==> src/sv/slg_pkg.sv <==
`default_nettype none
package slg_pkg;

  localparam int SUM_W = 27;
  localparam int CNT_W = 11;
  localparam int AVG_W = 24;
  localparam int MM_W = 14;
  localparam int FRAC_W = 17;
  localparam int DIV_NW = 36;
  localparam int DIV_DW = 16;
  localparam int MAX_WINDOW = 1024;
  localparam int TABLE_POINTS = 8;
  localparam int SEG_W = $clog2(TABLE_POINTS);

  localparam logic signed [15:0] FAILED_READ = 16'sh8000;
  localparam logic [FRAC_W-1:0] FRAC_ONE = 17'd65536;

  // Configuration register indexes.
  localparam logic [2:0] REG_STABLE_MODE = 3'd0;
  localparam logic [2:0] REG_WINDOW_LENGTH = 3'd1;
  localparam logic [2:0] REG_FULL_SCALE = 3'd2;
  localparam logic [2:0] REG_DELTA = 3'd3;
  localparam logic [2:0] REG_CONFIRM = 3'd4;

  // Calibration table: Q1.16 fraction points and Q6.8 millimetre levels.
  localparam logic [FRAC_W-1:0] CAL_FRAC [TABLE_POINTS] = '{
    17'd0, 17'd31457, 17'd45875, 17'd52429, 17'd58327, 17'd61604, 17'd63570, 17'd65536
  };
  localparam logic [MM_W-1:0] CAL_MM [TABLE_POINTS] = '{
    14'd0, 14'd1280, 14'd2560, 14'd3840, 14'd5120, 14'd6400, 14'd7680, 14'd8960
  };

  // One completed window handed from the front to the back.
  typedef struct packed {
    logic signed [SUM_W-1:0] sum;
    logic [CNT_W-1:0] good;
  } win_t;

  typedef struct packed {
    logic stable_mode;
    logic [14:0] full_scale;
    logic [22:0] delta;
    logic [7:0] confirm;
  } cfg_t;

  typedef enum logic [2:0] {
    S_IDLE, S_AVG, S_STAB, S_FRAC, S_SEG, S_MUL, S_PART, S_OUT
  } back_state_t;

endpackage
`default_nettype wire

==> src/sv/slg_front.sv <==
`default_nettype none
module slg_front (
  input  wire logic clk,
  input  wire logic rst,
  input  wire logic in_valid,
  output logic in_stall,
  input  wire logic signed [15:0] sample,
  input  wire logic [10:0] wlen,
  input  wire logic q_full,
  output logic win_push,
  output slg_pkg::win_t win
);
  import slg_pkg::*;

  logic signed [SUM_W-1:0] sum;
  logic [CNT_W-1:0] seen;
  logic [CNT_W-1:0] good;
  logic [CNT_W-1:0] len;
  logic [CNT_W-1:0] seen_inc;
  logic is_good;
  logic accept;
  logic close;

  // Effective window length: zero means one, long windows saturate.
  always_comb begin
    if (wlen == '0) len = CNT_W'(1);
    else if (wlen > CNT_W'(MAX_WINDOW)) len = CNT_W'(MAX_WINDOW);
    else len = wlen;
  end

  assign in_stall = q_full;
  assign accept = in_valid && !q_full;
  assign is_good = (sample != FAILED_READ);
  assign seen_inc = seen + CNT_W'(1);
  assign close = (seen_inc >= len);

  // The finished window goes straight to the queue.
  assign win.sum = is_good ? sum + SUM_W'(sample) : sum;
  assign win.good = is_good ? good + CNT_W'(1) : good;
  assign win_push = accept && close;

  // Window accumulation.
  always_ff @(posedge clk) begin
    if (rst) begin
      sum <= '0;
      seen <= '0;
      good <= '0;
    end else if (accept) begin
      if (close) begin
        sum <= '0;
        seen <= '0;
        good <= '0;
      end else begin
        sum <= win.sum;
        seen <= seen_inc;
        good <= win.good;
      end
    end
  end
endmodule
`default_nettype wire

==> src/sv/slg_queue.sv <==
`default_nettype none
module slg_queue (
  input  wire logic clk,
  input  wire logic rst,
  input  wire logic push,
  input  wire slg_pkg::win_t din,
  output logic full,
  input  wire logic pop,
  output logic q_valid,
  output slg_pkg::win_t dout
);
  import slg_pkg::*;

  win_t mem [2];
  logic wptr;
  logic rptr;
  logic [1:0] count;

  assign full = (count == 2'd2);
  assign q_valid = (count != 2'd0);
  assign dout = mem[rptr];

  // Storage writes.
  always_ff @(posedge clk) begin
    if (push) mem[wptr] <= din;
  end

  // Pointers and fill count.
  always_ff @(posedge clk) begin
    if (rst) begin
      wptr <= 1'b0;
      rptr <= 1'b0;
      count <= '0;
    end else begin
      if (push) wptr <= ~wptr;
      if (pop) rptr <= ~rptr;
      count <= count + 2'(push) - 2'(pop);
    end
  end
endmodule
`default_nettype wire

==> src/sv/slg_div.sv <==
`default_nettype none
module slg_div (
  input  wire logic clk,
  input  wire logic rst,
  input  wire logic start,
  input  wire logic [35:0] num,
  input  wire logic [15:0] den,
  output logic done,
  output logic [35:0] quot
);
  import slg_pkg::*;

  logic busy;
  logic [5:0] cnt;
  logic [DIV_DW:0] rem;
  logic [DIV_DW-1:0] dreg;
  logic [DIV_DW:0] rem_sh;
  logic ge;

  // One restoring step per cycle, most significant bit first.
  assign rem_sh = {rem[DIV_DW-1:0], quot[DIV_NW-1]};
  assign ge = (rem_sh >= {1'b0, dreg});

  always_ff @(posedge clk) begin
    if (rst) begin
      busy <= 1'b0;
      done <= 1'b0;
      cnt <= '0;
    end else begin
      done <= 1'b0;
      if (start) begin
        busy <= 1'b1;
        cnt <= 6'(DIV_NW - 1);
      end else if (busy) begin
        cnt <= cnt - 6'd1;
        if (cnt == '0) begin
          busy <= 1'b0;
          done <= 1'b1;
        end
      end
    end
  end

  // Quotient and remainder.
  always_ff @(posedge clk) begin
    if (start) begin
      rem <= '0;
      quot <= num;
      dreg <= den;
    end else if (busy) begin
      rem <= ge ? rem_sh - {1'b0, dreg} : rem_sh;
      quot <= {quot[DIV_NW-2:0], ge};
    end
  end
endmodule
`default_nettype wire

==> src/sv/slg_back.sv <==
`default_nettype none
module slg_back (
  input  wire logic clk,
  input  wire logic rst,
  input  wire slg_pkg::cfg_t cfg,
  input  wire logic q_valid,
  input  wire slg_pkg::win_t q_head,
  output logic pop,
  output logic out_valid,
  input  wire logic out_stall,
  output logic [13:0] level_mm_q8,
  output logic signed [23:0] average_q8,
  output logic failed
);
  import slg_pkg::*;

  back_state_t state, state_next;

  logic neg;
  logic fail_r;
  logic signed [AVG_W-1:0] avg;
  logic signed [AVG_W-1:0] last_avg;
  logic prev_valid;
  logic [7:0] stable_cnt;
  logic [FRAC_W-1:0] frac;
  logic [MM_W-1:0] base_mm;
  logic [15:0] diff;
  logic [MM_W-1:0] rise;
  logic [15:0] span;

  logic div_start;
  logic [DIV_NW-1:0] div_num;
  logic [DIV_DW-1:0] div_den;
  logic div_done;
  logic [DIV_NW-1:0] quot;

  logic [SUM_W-1:0] mag;
  logic head_fail;
  logic [AVG_W-1:0] qa;
  logic signed [AVG_W:0] dd;
  logic [AVG_W:0] dabs;
  logic unstable;
  logic [7:0] cnt_new;
  logic report;
  logic [SEG_W-1:0] seg;

  slg_div u_div (
    .clk(clk), .rst(rst), .start(div_start), .num(div_num), .den(div_den),
    .done(div_done), .quot(quot)
  );

  assign mag = q_head.sum[SUM_W-1] ? SUM_W'(-q_head.sum) : q_head.sum;
  assign head_fail = (q_head.good == '0) || q_head.sum[SUM_W-1];
  assign qa = quot[AVG_W-1:0];

  // Stability test of the current window average.
  assign dd = (AVG_W+1)'(avg) - (AVG_W+1)'(last_avg);
  assign dabs = dd[AVG_W] ? (AVG_W+1)'(-dd) : dd;
  assign unstable = !prev_valid || (dabs > (AVG_W+1)'(cfg.delta));
  assign cnt_new = unstable ? 8'd0 : ((stable_cnt == 8'd255) ? stable_cnt : stable_cnt + 8'd1);
  assign report = (cnt_new >= cfg.confirm);

  // Calibration segment that holds the fraction.
  always_comb begin
    seg = SEG_W'(TABLE_POINTS - 1);
    for (int i = TABLE_POINTS - 1; i >= 1; i--) begin
      if (frac <= CAL_FRAC[i]) seg = SEG_W'(i);
    end
  end

  // State register.
  always_ff @(posedge clk) begin
    if (rst) state <= S_IDLE;
    else state <= state_next;
  end

  // Next state, queue pop, divider control and output valid.
  always_comb begin
    state_next = state;
    pop = 1'b0;
    div_start = 1'b0;
    div_num = {1'b0, mag, 8'd0};
    div_den = {5'd0, q_head.good};
    out_valid = 1'b0;
    case (state)
      S_IDLE: begin
        if (q_valid) begin
          pop = 1'b1;
          if (q_head.good != '0) begin
            div_start = 1'b1;
            state_next = S_AVG;
          end else begin
            state_next = S_STAB;
          end
        end
      end
      S_AVG: begin
        if (div_done) state_next = S_STAB;
      end
      S_STAB: begin
        div_num = {4'd0, avg, 8'd0};
        div_den = (cfg.full_scale == '0) ? 16'd1 : {1'b0, cfg.full_scale};
        if (cfg.stable_mode && (fail_r || !report)) begin
          state_next = S_IDLE;
        end else if (fail_r || avg <= 0) begin
          state_next = S_OUT;
        end else begin
          div_start = 1'b1;
          state_next = S_FRAC;
        end
      end
      S_FRAC: begin
        if (div_done) state_next = S_SEG;
      end
      S_SEG: begin
        if (frac == '0 || frac >= FRAC_ONE) state_next = S_OUT;
        else state_next = S_MUL;
      end
      S_MUL: begin
        div_num = DIV_NW'(diff * rise);
        div_den = span;
        div_start = 1'b1;
        state_next = S_PART;
      end
      S_PART: begin
        if (div_done) state_next = S_OUT;
      end
      S_OUT: begin
        out_valid = 1'b1;
        if (!out_stall) state_next = S_IDLE;
      end
      default: state_next = S_IDLE;
    endcase
  end

  // Stability state.
  always_ff @(posedge clk) begin
    if (rst) begin
      last_avg <= '0;
      prev_valid <= 1'b0;
      stable_cnt <= '0;
    end else if (state == S_STAB && cfg.stable_mode && !fail_r) begin
      if (report) begin
        last_avg <= '0;
        prev_valid <= 1'b0;
        stable_cnt <= '0;
      end else begin
        last_avg <= avg;
        prev_valid <= 1'b1;
        stable_cnt <= cnt_new;
      end
    end
  end

  // Datapath registers.
  always_ff @(posedge clk) begin
    case (state)
      S_IDLE: begin
        neg <= q_head.sum[SUM_W-1];
        fail_r <= head_fail;
        avg <= '0;
      end
      S_AVG: begin
        if (div_done) avg <= neg ? AVG_W'(-qa) : qa;
      end
      S_STAB: begin
        level_mm_q8 <= '0;
        average_q8 <= avg;
        failed <= fail_r;
      end
      S_FRAC: begin
        if (div_done) frac <= (quot > DIV_NW'(FRAC_ONE)) ? FRAC_ONE : quot[FRAC_W-1:0];
      end
      S_SEG: begin
        if (frac >= FRAC_ONE) level_mm_q8 <= CAL_MM[TABLE_POINTS-1];
        base_mm <= CAL_MM[seg - SEG_W'(1)];
        diff <= 16'(frac - CAL_FRAC[seg - SEG_W'(1)]);
        rise <= CAL_MM[seg] - CAL_MM[seg - SEG_W'(1)];
        span <= 16'(CAL_FRAC[seg] - CAL_FRAC[seg - SEG_W'(1)]);
      end
      S_PART: begin
        if (div_done) level_mm_q8 <= base_mm + quot[MM_W-1:0];
      end
      default: begin
      end
    endcase
  end
endmodule
`default_nettype wire

==> src/sv/stable_level_gauge.sv <==
// A result is offered with no division if the window had no good sample, after the average
// division if the average alone decides it, after the fraction division if the fraction
// is zero or clamps to one, and after the interpolation division otherwise. In stable mode
// only confirmed-stable windows are offered. Windows go one at a time through the shared
// 36-step divider; samples take one cycle each while the two-entry window queue has room.
// Synchronous reset (rst) clears the window and stability history and sets default config.
`default_nettype none
module stable_level_gauge (
  input  wire logic clk,
  input  wire logic rst,
  input  wire logic in_valid,
  output logic in_stall,
  input  wire logic signed [15:0] sample,
  output logic out_valid,
  input  wire logic out_stall,
  output logic [13:0] level_mm_q8,
  output logic signed [23:0] average_q8,
  output logic failed,
  input  wire logic cfg_valid,
  output logic cfg_ready,
  input  wire logic [2:0] cfg_index,
  input  wire logic [22:0] cfg_data
);
  import slg_pkg::*;

  cfg_t cfg;
  logic [10:0] wlen;
  win_t win;
  win_t q_head;
  logic win_push;
  logic q_full;
  logic q_valid;
  logic pop;

  assign cfg_ready = 1'b1;

  // Configuration registers.
  always_ff @(posedge clk) begin
    if (rst) begin
      cfg.stable_mode <= 1'b0;
      wlen <= 11'd16;
      cfg.full_scale <= 15'd2047;
      cfg.delta <= 23'd2560;
      cfg.confirm <= 8'd5;
    end else if (cfg_valid && cfg_ready) begin
      case (cfg_index)
        REG_STABLE_MODE: cfg.stable_mode <= cfg_data[0];
        REG_WINDOW_LENGTH: wlen <= cfg_data[10:0];
        REG_FULL_SCALE: cfg.full_scale <= cfg_data[14:0];
        REG_DELTA: cfg.delta <= cfg_data;
        REG_CONFIRM: cfg.confirm <= cfg_data[7:0];
        default: begin
        end
      endcase
    end
  end

  slg_front u_front (
    .clk(clk), .rst(rst), .in_valid(in_valid), .in_stall(in_stall), .sample(sample),
    .wlen(wlen), .q_full(q_full), .win_push(win_push), .win(win)
  );

  slg_queue u_queue (
    .clk(clk), .rst(rst), .push(win_push), .din(win), .full(q_full),
    .pop(pop), .q_valid(q_valid), .dout(q_head)
  );

  slg_back u_back (
    .clk(clk), .rst(rst), .cfg(cfg), .q_valid(q_valid), .q_head(q_head), .pop(pop),
    .out_valid(out_valid), .out_stall(out_stall), .level_mm_q8(level_mm_q8),
    .average_q8(average_q8), .failed(failed)
  );
endmodule
`default_nettype wire

==> config.mk <==
export PLATFORM = sky130hd
export DESIGN_NAME = stable_level_gauge
export DESIGN_NICKNAME = d
export VERILOG_FILES = /design/src/sv/slg_pkg.sv /design/src/sv/slg_front.sv /design/src/sv/slg_queue.sv /design/src/sv/slg_div.sv /design/src/sv/slg_back.sv /design/src/sv/stable_level_gauge.sv
export SDC_FILE = /design/constraint.sdc
export NUM_CORES = 1
export LEC_CHECK = 0
export ABC_AREA = 1
export BUFFER_PORTS_ARGS = -buffer_cell sky130_fd_sc_hd__buf_2
export CAP_MARGIN = 25
export CORE_UTILIZATION = 55
export CTS_CLUSTER_SIZE = 20
export DETAILED_ROUTE_END_ITERATION = 8
export GPL_ROUTABILITY_DRIVEN = 0
export MAX_ROUTING_LAYER = met4
export PLACE_DENSITY = 0.72
export RECOVER_POWER = 50
export SYNTH_ARGS = -nofsm -noshare
export SYNTH_HDL_FRONTEND = slang
export SYNTH_HIERARCHICAL = 1
export SYNTH_SLANG_ARGS = --single-unit
==> constraint.sdc <==
create_clock -name clk -period 15 [get_ports clk]
set_clock_uncertainty 0.1 [all_clocks]
set_input_delay 0.75 -clock clk [delete_from_list [all_inputs] [get_ports clk]]
set_output_delay 0.75 -clock clk [all_outputs]
set_load 0.05 [all_outputs]
==> results of run 1 <==
## worst max-delay path: cells and delay by family, from the launching register on
family / cells / cell delay, ns
DFF: 1 / 0.38
adders and majority gates: 4 / 1.19
buffers and inverters: 9 / 1.87
and+or+nand+nor: 21 / 2.68
AOI/OAI and AO/OA: 14 / 2.15
xor gates and xnor gates: 1 / 0.16
## kinds of logic (layout without fill, tap and decap cells)
group	count (synthesis)	count (layout)	share of synthesized area
simple gates	1984	1984	0.277
buf+inv	758	844	0.0966
compound gates	496	496	0.0917
flops	425	425	0.353
fa+ha+maj	296	296	0.134
xor+xnor	110	110	0.0313
mux	38	38	0.0161
other cells	3	12	0.000360
## cell type report
type                            instances  area (sq um)  share of cell area
Antenna cell                            1          2.50           0.0000739
Clock buffer                           59          1290              0.0382
Tap cell                              756           946              0.0279
Inverter                              649          2440              0.0720
Multi-Input combinational cell       2935         17300               0.510
Sequential cell                       425         11000               0.326
Clock inverter                         26           310             0.00917
Timing Repair Buffer                  110           551              0.0163
## flip-flops by register name, summed over array words and instances, names as in the netlist, 2 cells and up, named ones only
| register | flops |
|---|---|
| u_back/u_div/cnt | 6 |
| u_back/last_avg | 24 |
| u_back/avg | 24 |
| u_front/seen | 11 |
| u_back/stable_cnt | 8 |
| u_front/sum | 27 |
| u_back/diff | 16 |
| u_back/u_div/rem | 16 |
| u_back/span | 16 |
| u_back/frac | 17 |
| u_back/rise | 6 |
| u_back/u_div/quot | 36 |
| u_queue/count | 2 |
| u_front/good | 11 |
| u_back/level_mm_q8 | 14 |
| u_queue/mem | 76 |
| u_back/u_div/dreg | 16 |
| cfg | 47 |
| u_back/base_mm | 5 |
| wlen | 11 |
| u_back/state | 3 |
| u_back/average_q8 | 24 |
## report_power, final
| part | internal (mW) | leakage [nW] | switching (mW) |
|---|---|---|---|
| Clock | 0.707 | 0.771 | 0.500 |
| Sequential | 1.58 | 3.79 | 0.228 |
| Combinational | 1.15 | 11.2 | 2.30 |
| Total | 3.44 | 15.8 | 3.03 |
## layout by cell type, fill, tap and decap left out, drive strengths merged, types with 3 or more instances in the layout
master    count
nor4         26
a21o          4
o2111ai       3
xor2         70
a31oi        13
or2          21
o21ai       128
nand3b       14
fa           63
o21bai       13
inv         651
bufinv        5
o211ai       11
conb         11
a22oi        44
a21oi       244
clkinv       13
mux2         38
edfxtp      253
o31ai         3
nor3         70
o221ai        9
clkinvlp      6
ha          233
o21a          9
nand2      1111
xnor2        40
nand4        75
and2         11
buf          57
and3          5
dfxtp       172
nand3       245
clkbuf      112
nor2        404
## routing by layer
layer	GRT usage	wire length [um]	up-vias
met5	-	0	-
met2	0.474	38500	1034
met3	0.0395	6390	157
met4	0.0880	2330	0
li1	-	-	13487
met1	0.407	37900	12728
## stage by stage
stage,hold slack (ns),utilization,power [mW],worst slack [ns],area (sq um)
finish,0.297,0.602,6.47,6.41,33900
global route,0.298,0.602,6.98,5.75,33900
CTS,0.274,0.604,6.44,6.55,34000
detailed placement,0.359,0.575,5.21,6.57,32400
global placement,0.349,0.574,5.14,6.81,32300
floorplan,0.329,-,4.32,7.65,31300
## path summary, 6_finish.rpt
check,start,end,slack (ns),cells past startpoint
min reg2reg,u_front/seen[5]$_SDFFE_PP0P_,u_front/seen[5]$_SDFFE_PP0P_,0.36,2
max reg2reg,u_back/avg[0]$_SDFFCE_PN0P_,u_back/u_div/cnt[0]$_SDFFE_PP0P_,6.41,49
max,u_back/avg[0]$_SDFFCE_PN0P_,u_back/u_div/cnt[0]$_SDFFE_PP0P_,6.41,49
min,cfg_data[10],cfg[41]$_SDFFE_PP1P_,0.30,3
==> Implementation_results.wiki, run 1 <==
{| class="wikitable"
! Metric !! Value
|-
| TritonCTS Buffers || 48
|-
| Total via count after detailed routing || 27,406
|-
| Antenna violations before repair || 1
|-
| Synthesized netlist cell count || 4,110
|-
| Most numerous cell types in the synthesized netlist || sky130_fd_sc_hd__nand2_1, sky130_fd_sc_hd__inv_1, sky130_fd_sc_hd__nor2_1
|-
| GR Overflow Total || 0
|-
| Failing checks || max-capacitance violations, max-slew violations
|-
| Worst supply voltage drop on vdd || 0.109 mV
|-
| GRT Total Usage || 0.302
|-
| Clock transition at path regs || 0.06 ns
|-
| Unique cell type count in the Yosys netlist || 68
|-
| Count of routing violations after the opening detailed-route iteration || 2,606
|-
| Status || finished with violations
|-
| Post-route ant nets || 0
|-
| Reported max-cap violation count || 8
|-
| Post-CTS sizing || 0
|-
| Critical Path Most Common Cell || sky130_fd_sc_hd__nand2_1
|-
| Critical path data arrival time || 9.04 ns
|-
| Filler instances || 5,192
|-
| DIE AREA || 0.0578 sq mm
|-
| Type of the worst min-delay path || in2reg
|-
| Post-layout minimum cycle time || 8.59 ns
|-
| Number of enable-type register cells in the synthesized netlist || 253
|-
| Max FO, Critical Path || 55
|-
| WS Path Type || reg2reg
|-
| DP HPWL || 65,200 um
|-
| H-tree levels || 2
|-
| Clock root cell || sky130_fd_sc_hd__clkbuf_16
|-
| Num rows || 87
|-
| FFs w/ async S/R, synth || 0
|-
| Type of destination of the critical path || register
|-
| Syn-to-layout area delta || 8.25%
|-
| Sink count of the clock tree || 425
|-
| Total negative slack for setup checks || 0 ns
|-
| Main area contributors after synthesis || sky130_fd_sc_hd__edfxtp_1, sky130_fd_sc_hd__nand2_1, sky130_fd_sc_hd__dfxtp_1
|-
| Drc violations || 0
|-
| # nets final || 4,512
|-
| Overall die height || 240 um
|-
| Normalized max-slew margin || -1.10
|-
| Slew of the pin with the lowest slew margin || 3.15 ns
|-
| Maximum frequency from static timing analysis || 116 MHz
|-
| I/O pins || 89
|-
| Share of the yosys chip area belonging to registers || 0.353
|-
| Dominant register cell in the synthesized netlist || sky130_fd_sc_hd__edfxtp_1
|-
| Area of the placeable core || 0.0563 sq mm
|-
| Setup-violating endpoint count in the final report || 0
|-
| Standby leakage power || 15.8 nW
|-
| Number of cells in the finished layout apart from fillers || 4,961
|-
| Width of the die || 240 um
|-
| Initial DRT Pass Iterations || 6
|-
| Most common cell in the netlist || sky130_fd_sc_hd__nand2_1
|-
| Cell count after placement || 4,875
|-
| Fraction of final layout cells with drive strength greater than 1 || 0.0761
|-
| Number of buffers between clock root and the deepest sink || 3
|-
| Share of the synthesized area in the top cell type || 0.243
|-
| Hold buffers post-CTS || 0
|-
| Count of state elements after synthesis || 425
|-
| Count of pins over their slew limit || 366
|-
| Effective utilization at floorplan || 0.556
|-
| Maximum number of pins on one net before global-route repair || 59
|-
| Post-Route WL || 85,100 um
|-
| Library cell with the largest summed area after synthesis || sky130_fd_sc_hd__edfxtp_1
|-
| Cell area after synthesis || 0.0313 sq mm
|-
| Count of synthesis-stage warnings from yosys || 6
|-
| Setup repair after global routing missed its margin || false
|-
| P per Cell Area || 191 mW/mm^2
|-
| First-pass GRT wire length || 133,000 um
|-
| TritonCTS clock tree || built
|-
| Later-pin clock latency in the skew report || 0.60 ns
|-
| Via density per instance || 5.52
|-
| Number of global-route vias before repair || 24,755
|-
| Slowest cell delay on critical path || 0.69 ns
|-
| Count of port buffers added during placement || 87
|-
| Cell with the largest stage delay on the worst path || sky130_fd_sc_hd__nor2_1
|-
| Routed length per placed instance || 17.2 um
|-
| Period utilisation layout || 0.573
|-
| CP required || 15.45 ns
|-
| Final Hold Viols || 0
|-
| Startpoint Class || register
|-
| Synthesized area divided by synthesized cell count || 7.61 sq um
|-
| Number of setup buffers added after CTS || 0
|}
(Power assumes the default switching activity.)
==> run 2, diff against run 1 <==
==> constraint.sdc (replaced) <==
create_clock -name clk -period 8.25 [get_ports clk]
set_clock_uncertainty 0.1 [all_clocks]
set_input_delay 0.4125 -clock clk [delete_from_list [all_inputs] [get_ports clk]]
set_output_delay 0.4125 -clock clk [all_outputs]
set_load 0.05 [all_outputs]
==> Implementation_results.wiki, run 2 (synthesis results as in run 1) <==
{| class="wikitable"
! Metric !! Value
|-
| Normalized max-slew margin || -1.12
|-
| Switching share of power || 0.470
|-
| Fraction of final layout cells with drive strength greater than 1 || 0.0770
|-
| # nets final || 4,525
|-
| Startpoint of the lowest-slack register-to-register path || u_back/avg[0]$_SDFFCE_PN0P_
|-
| Antenna violations before repair || 0
|-
| Reported max-cap violation count || 8
|-
| Area of all placed cells without fillers || 0.0340 sq mm
|-
| Placed Area || 0.0324 sq mm
|-
| Count of pins over their slew limit || 360
|-
| Final Hold Viols || 0
|-
| Count of port buffers added during placement || 87
|-
| Post-layout minimum cycle time || 7.42 ns
|-
| Most common library cell in the layout ignoring fill and taps || sky130_fd_sc_hd__nand2_1
|-
| Internal power component || 6.23 mW
|-
| GR Overflow Total || 0
|-
| DIE AREA || 0.0578 sq mm
|-
| Status || finished with violations
|-
| Net load switching power || 5.52 mW
|-
| Syn-to-layout area delta || 8.59%
|-
| Worst setup endpoint || u_back/u_div/quot[13]$_DFFE_PP_
|-
| Number of flip-flops under the largest register name || 76
|-
| Minimum setup slack in the final design || 0.827 ns
|-
| Total via count after detailed routing || 27,477
|-
| Clock root cell || sky130_fd_sc_hd__clkbuf_16
|-
| Area of the placeable core || 0.0563 sq mm
|-
| I/O pins || 89
|-
| Cell family contributing the most delay on the critical path || simple AND/OR/NAND/NOR gates
|-
| Reg-to-Reg End || u_back/u_div/quot[13]$_DFFE_PP_
|-
| Post-route ant nets || 0
|-
| Worst reg2reg path depth || 47
|-
| Top Registers || u_queue/mem: 76 flops, cfg: 47 flops, u_back/u_div/quot: 36 flops
|-
| WS Path Type || reg2reg
|-
| Critical Path Most Common Cell || sky130_fd_sc_hd__nand2_1
|-
| Via density per instance || 5.52
|-
| Sink count of the clock tree || 425
|-
| Worst-case setup slack after placement || 0.749 ns
|-
| Layout Utilization || 0.603
|-
| Initial DRT Pass Iterations || 6
|-
| Type of destination of the critical path || register
|-
| GRT Total Usage || 0.305
|-
| Maximum frequency from static timing analysis || 135 MHz
|-
| Overall die height || 240 um
|-
| Setup crit start || u_back/avg[0]$_SDFFCE_PN0P_
|-
| Slowest cell delay on critical path || 0.40 ns
|-
| Later-pin clock latency in the skew report || 0.60 ns
|-
| Startpoint Class || register
|-
| Slew of the pin with the lowest slew margin || 3.18 ns
|-
| Total negative slack for setup checks || 0 ns
|-
| Count of routing violations after the opening detailed-route iteration || 2,991
|-
| H-tree levels || 2
|-
| Type of the worst min-delay path || in2reg
|-
| CP required || 8.50 ns
|-
| Cell with the largest stage delay on the worst path || sky130_fd_sc_hd__edfxtp_1
|-
| Sequential share of power || 0.282
|-
| Num rows || 87
|-
| Number of setup buffers added after CTS || 0
|-
| Part of the total power dissipated in the clock network || 0.187
|-
| Antenna diodes || 0
|-
| First-pass GRT wire length || 135,000 um
|-
| Cell count after placement || 4,877
|-
| P per Cell Area || 346 mW/mm^2
|-
| Setup repair after global routing missed its margin || false
|-
| TritonCTS clock tree || built
|-
| Number of global-route vias before repair || 25,213
|-
| Critical path data arrival time || 7.67 ns
|-
| Post-Route WL || 85,500 um
|-
| Most frequent cells in the layout || sky130_fd_sc_hd__nand2_1, sky130_fd_sc_hd__inv_1, sky130_fd_sc_hd__nor2_1
|-
| DP HPWL || 65,300 um
|-
| Routed length per placed instance || 17.2 um
|-
| R2R setup slack || 0.83 ns
|-
| Combinational cell fraction of total power || 0.531
|-
| Effective utilization at floorplan || 0.556
|-
| Failing checks || max-capacitance violations, max-slew violations
|-
| Max FO, Critical Path || 35
|-
| TritonCTS Buffers || 47
|-
| Levels on crit path || 47
|-
| Standby leakage power || 15.8 nW
|-
| Number of cells in the finished layout apart from fillers || 4,976
|-
| Worst supply voltage drop on vdd || 0.194 mV
|-
| Maximum number of pins on one net before global-route repair || 57
|-
| Setup-violating endpoint count in the final report || 0
|-
| Period utilisation layout || 0.900
|-
| Width of the die || 240 um
|-
| Number of buffers between clock root and the deepest sink || 3
|-
| Filler instances || 5,158
|-
| Clock transition at path regs || 0.06 ns
|-
| Largest Register || u_queue/mem
|-
| Buf/Inv on CP || 9
|-
| Drc violations || 0
|}
==> run 2: changes by cell type in the layout (fill, tap and decap cells not counted), moves of 3 or more <==
cell,change
sky130_fd_sc_hd__buf_4,+4
sky130_fd_sc_hd__clkbuf_1,-5
sky130_fd_sc_hd__clkbuf_8,+3
sky130_fd_sc_hd__dlygate4sd3_1,+12
==> run 2: what timing repair did <==
item / in CTS / in global routing
gates resized for setup: 0 / 1
setup endpoints to repair: 0 / 36
hold buffers: 12 / 0
hold endpoints to repair: 16 / 0
==> run 2: cell type report <==
type | instances | area [sq um] | area share
Clock inverter | 30 | 325 | 0.00958
Sequential cell | 425 | 11000 | 0.325
Timing Repair Buffer | 124 | 686 | 0.0202
Inverter | 649 | 2440 | 0.0717
Multi-Input combinational cell | 2935 | 17300 | 0.508
Tap cell | 756 | 946 | 0.0279
Clock buffer | 57 | 1280 | 0.0376
==> run 2: power by group through the flow <==
stage | Combinational, mW | Sequential (mW) | Clock [mW]
after floorplan | 4.59 | 3.27 | 0
after global placement | 6.03 | 3.32 | 0
after detailed placement | 6.12 | 3.32 | 0
after CTS | 6.17 | 3.29 | 2.24
after global routing | 7.03 | 3.34 | 2.32
final | 6.24 | 3.31 | 2.20
==> run 2: worst min-delay path by stage <==
stage	startpoint	end	slack, ns	cells past startpoint
finish	cfg_data[19]	cfg[27]$_SDFFE_PP0P_	0.07	5
global route	cfg_data[22]	cfg[30]$_SDFFE_PP0P_	0.07	5
CTS	cfg_data[19]	cfg[27]$_SDFFE_PP0P_	0.03	5
detailed placement	cfg[17]$_SDFFE_PP1P_	cfg[17]$_SDFFE_PP1P_	0.35	2
global placement	cfg[17]$_SDFFE_PP1P_	cfg[17]$_SDFFE_PP1P_	0.35	2
floorplan	cfg[17]$_SDFFE_PP1P_	cfg[17]$_SDFFE_PP1P_	0.33	2
==> run 2: worst min-delay path, stage by stage <==
cell,delay [ns]
sky130_fd_sc_hd__buf_2,0.08
sky130_fd_sc_hd__inv_1,0.03
sky130_fd_sc_hd__nand3_1,0.07
sky130_fd_sc_hd__nand2_1,0.06
sky130_fd_sc_hd__nor2_1,0.08
==> run 2: routing by layer <==
metal  global-route usage  share of wire  up-vias
li1                     -              -    13526
met1                0.410           0.44    12740
met2                0.481           0.46     1069
met3               0.0447          0.080      142
met4               0.0760          0.023        0
met5                    -              0        -
==> run 2: stage by stage <==
| stage | power, mW | hold slack, ns |
|---|---|---|
| 6_report | 11.7 | 0.0704 |
| 5_1_grt | 12.7 | 0.0654 |
| 4_1_cts | 11.7 | 0.0289 |
| 3_5_place_dp | 9.44 | 0.345 |
| 3_3_place_gp | 9.36 | 0.347 |
| 2_1_floorplan | 7.86 | 0.329 |
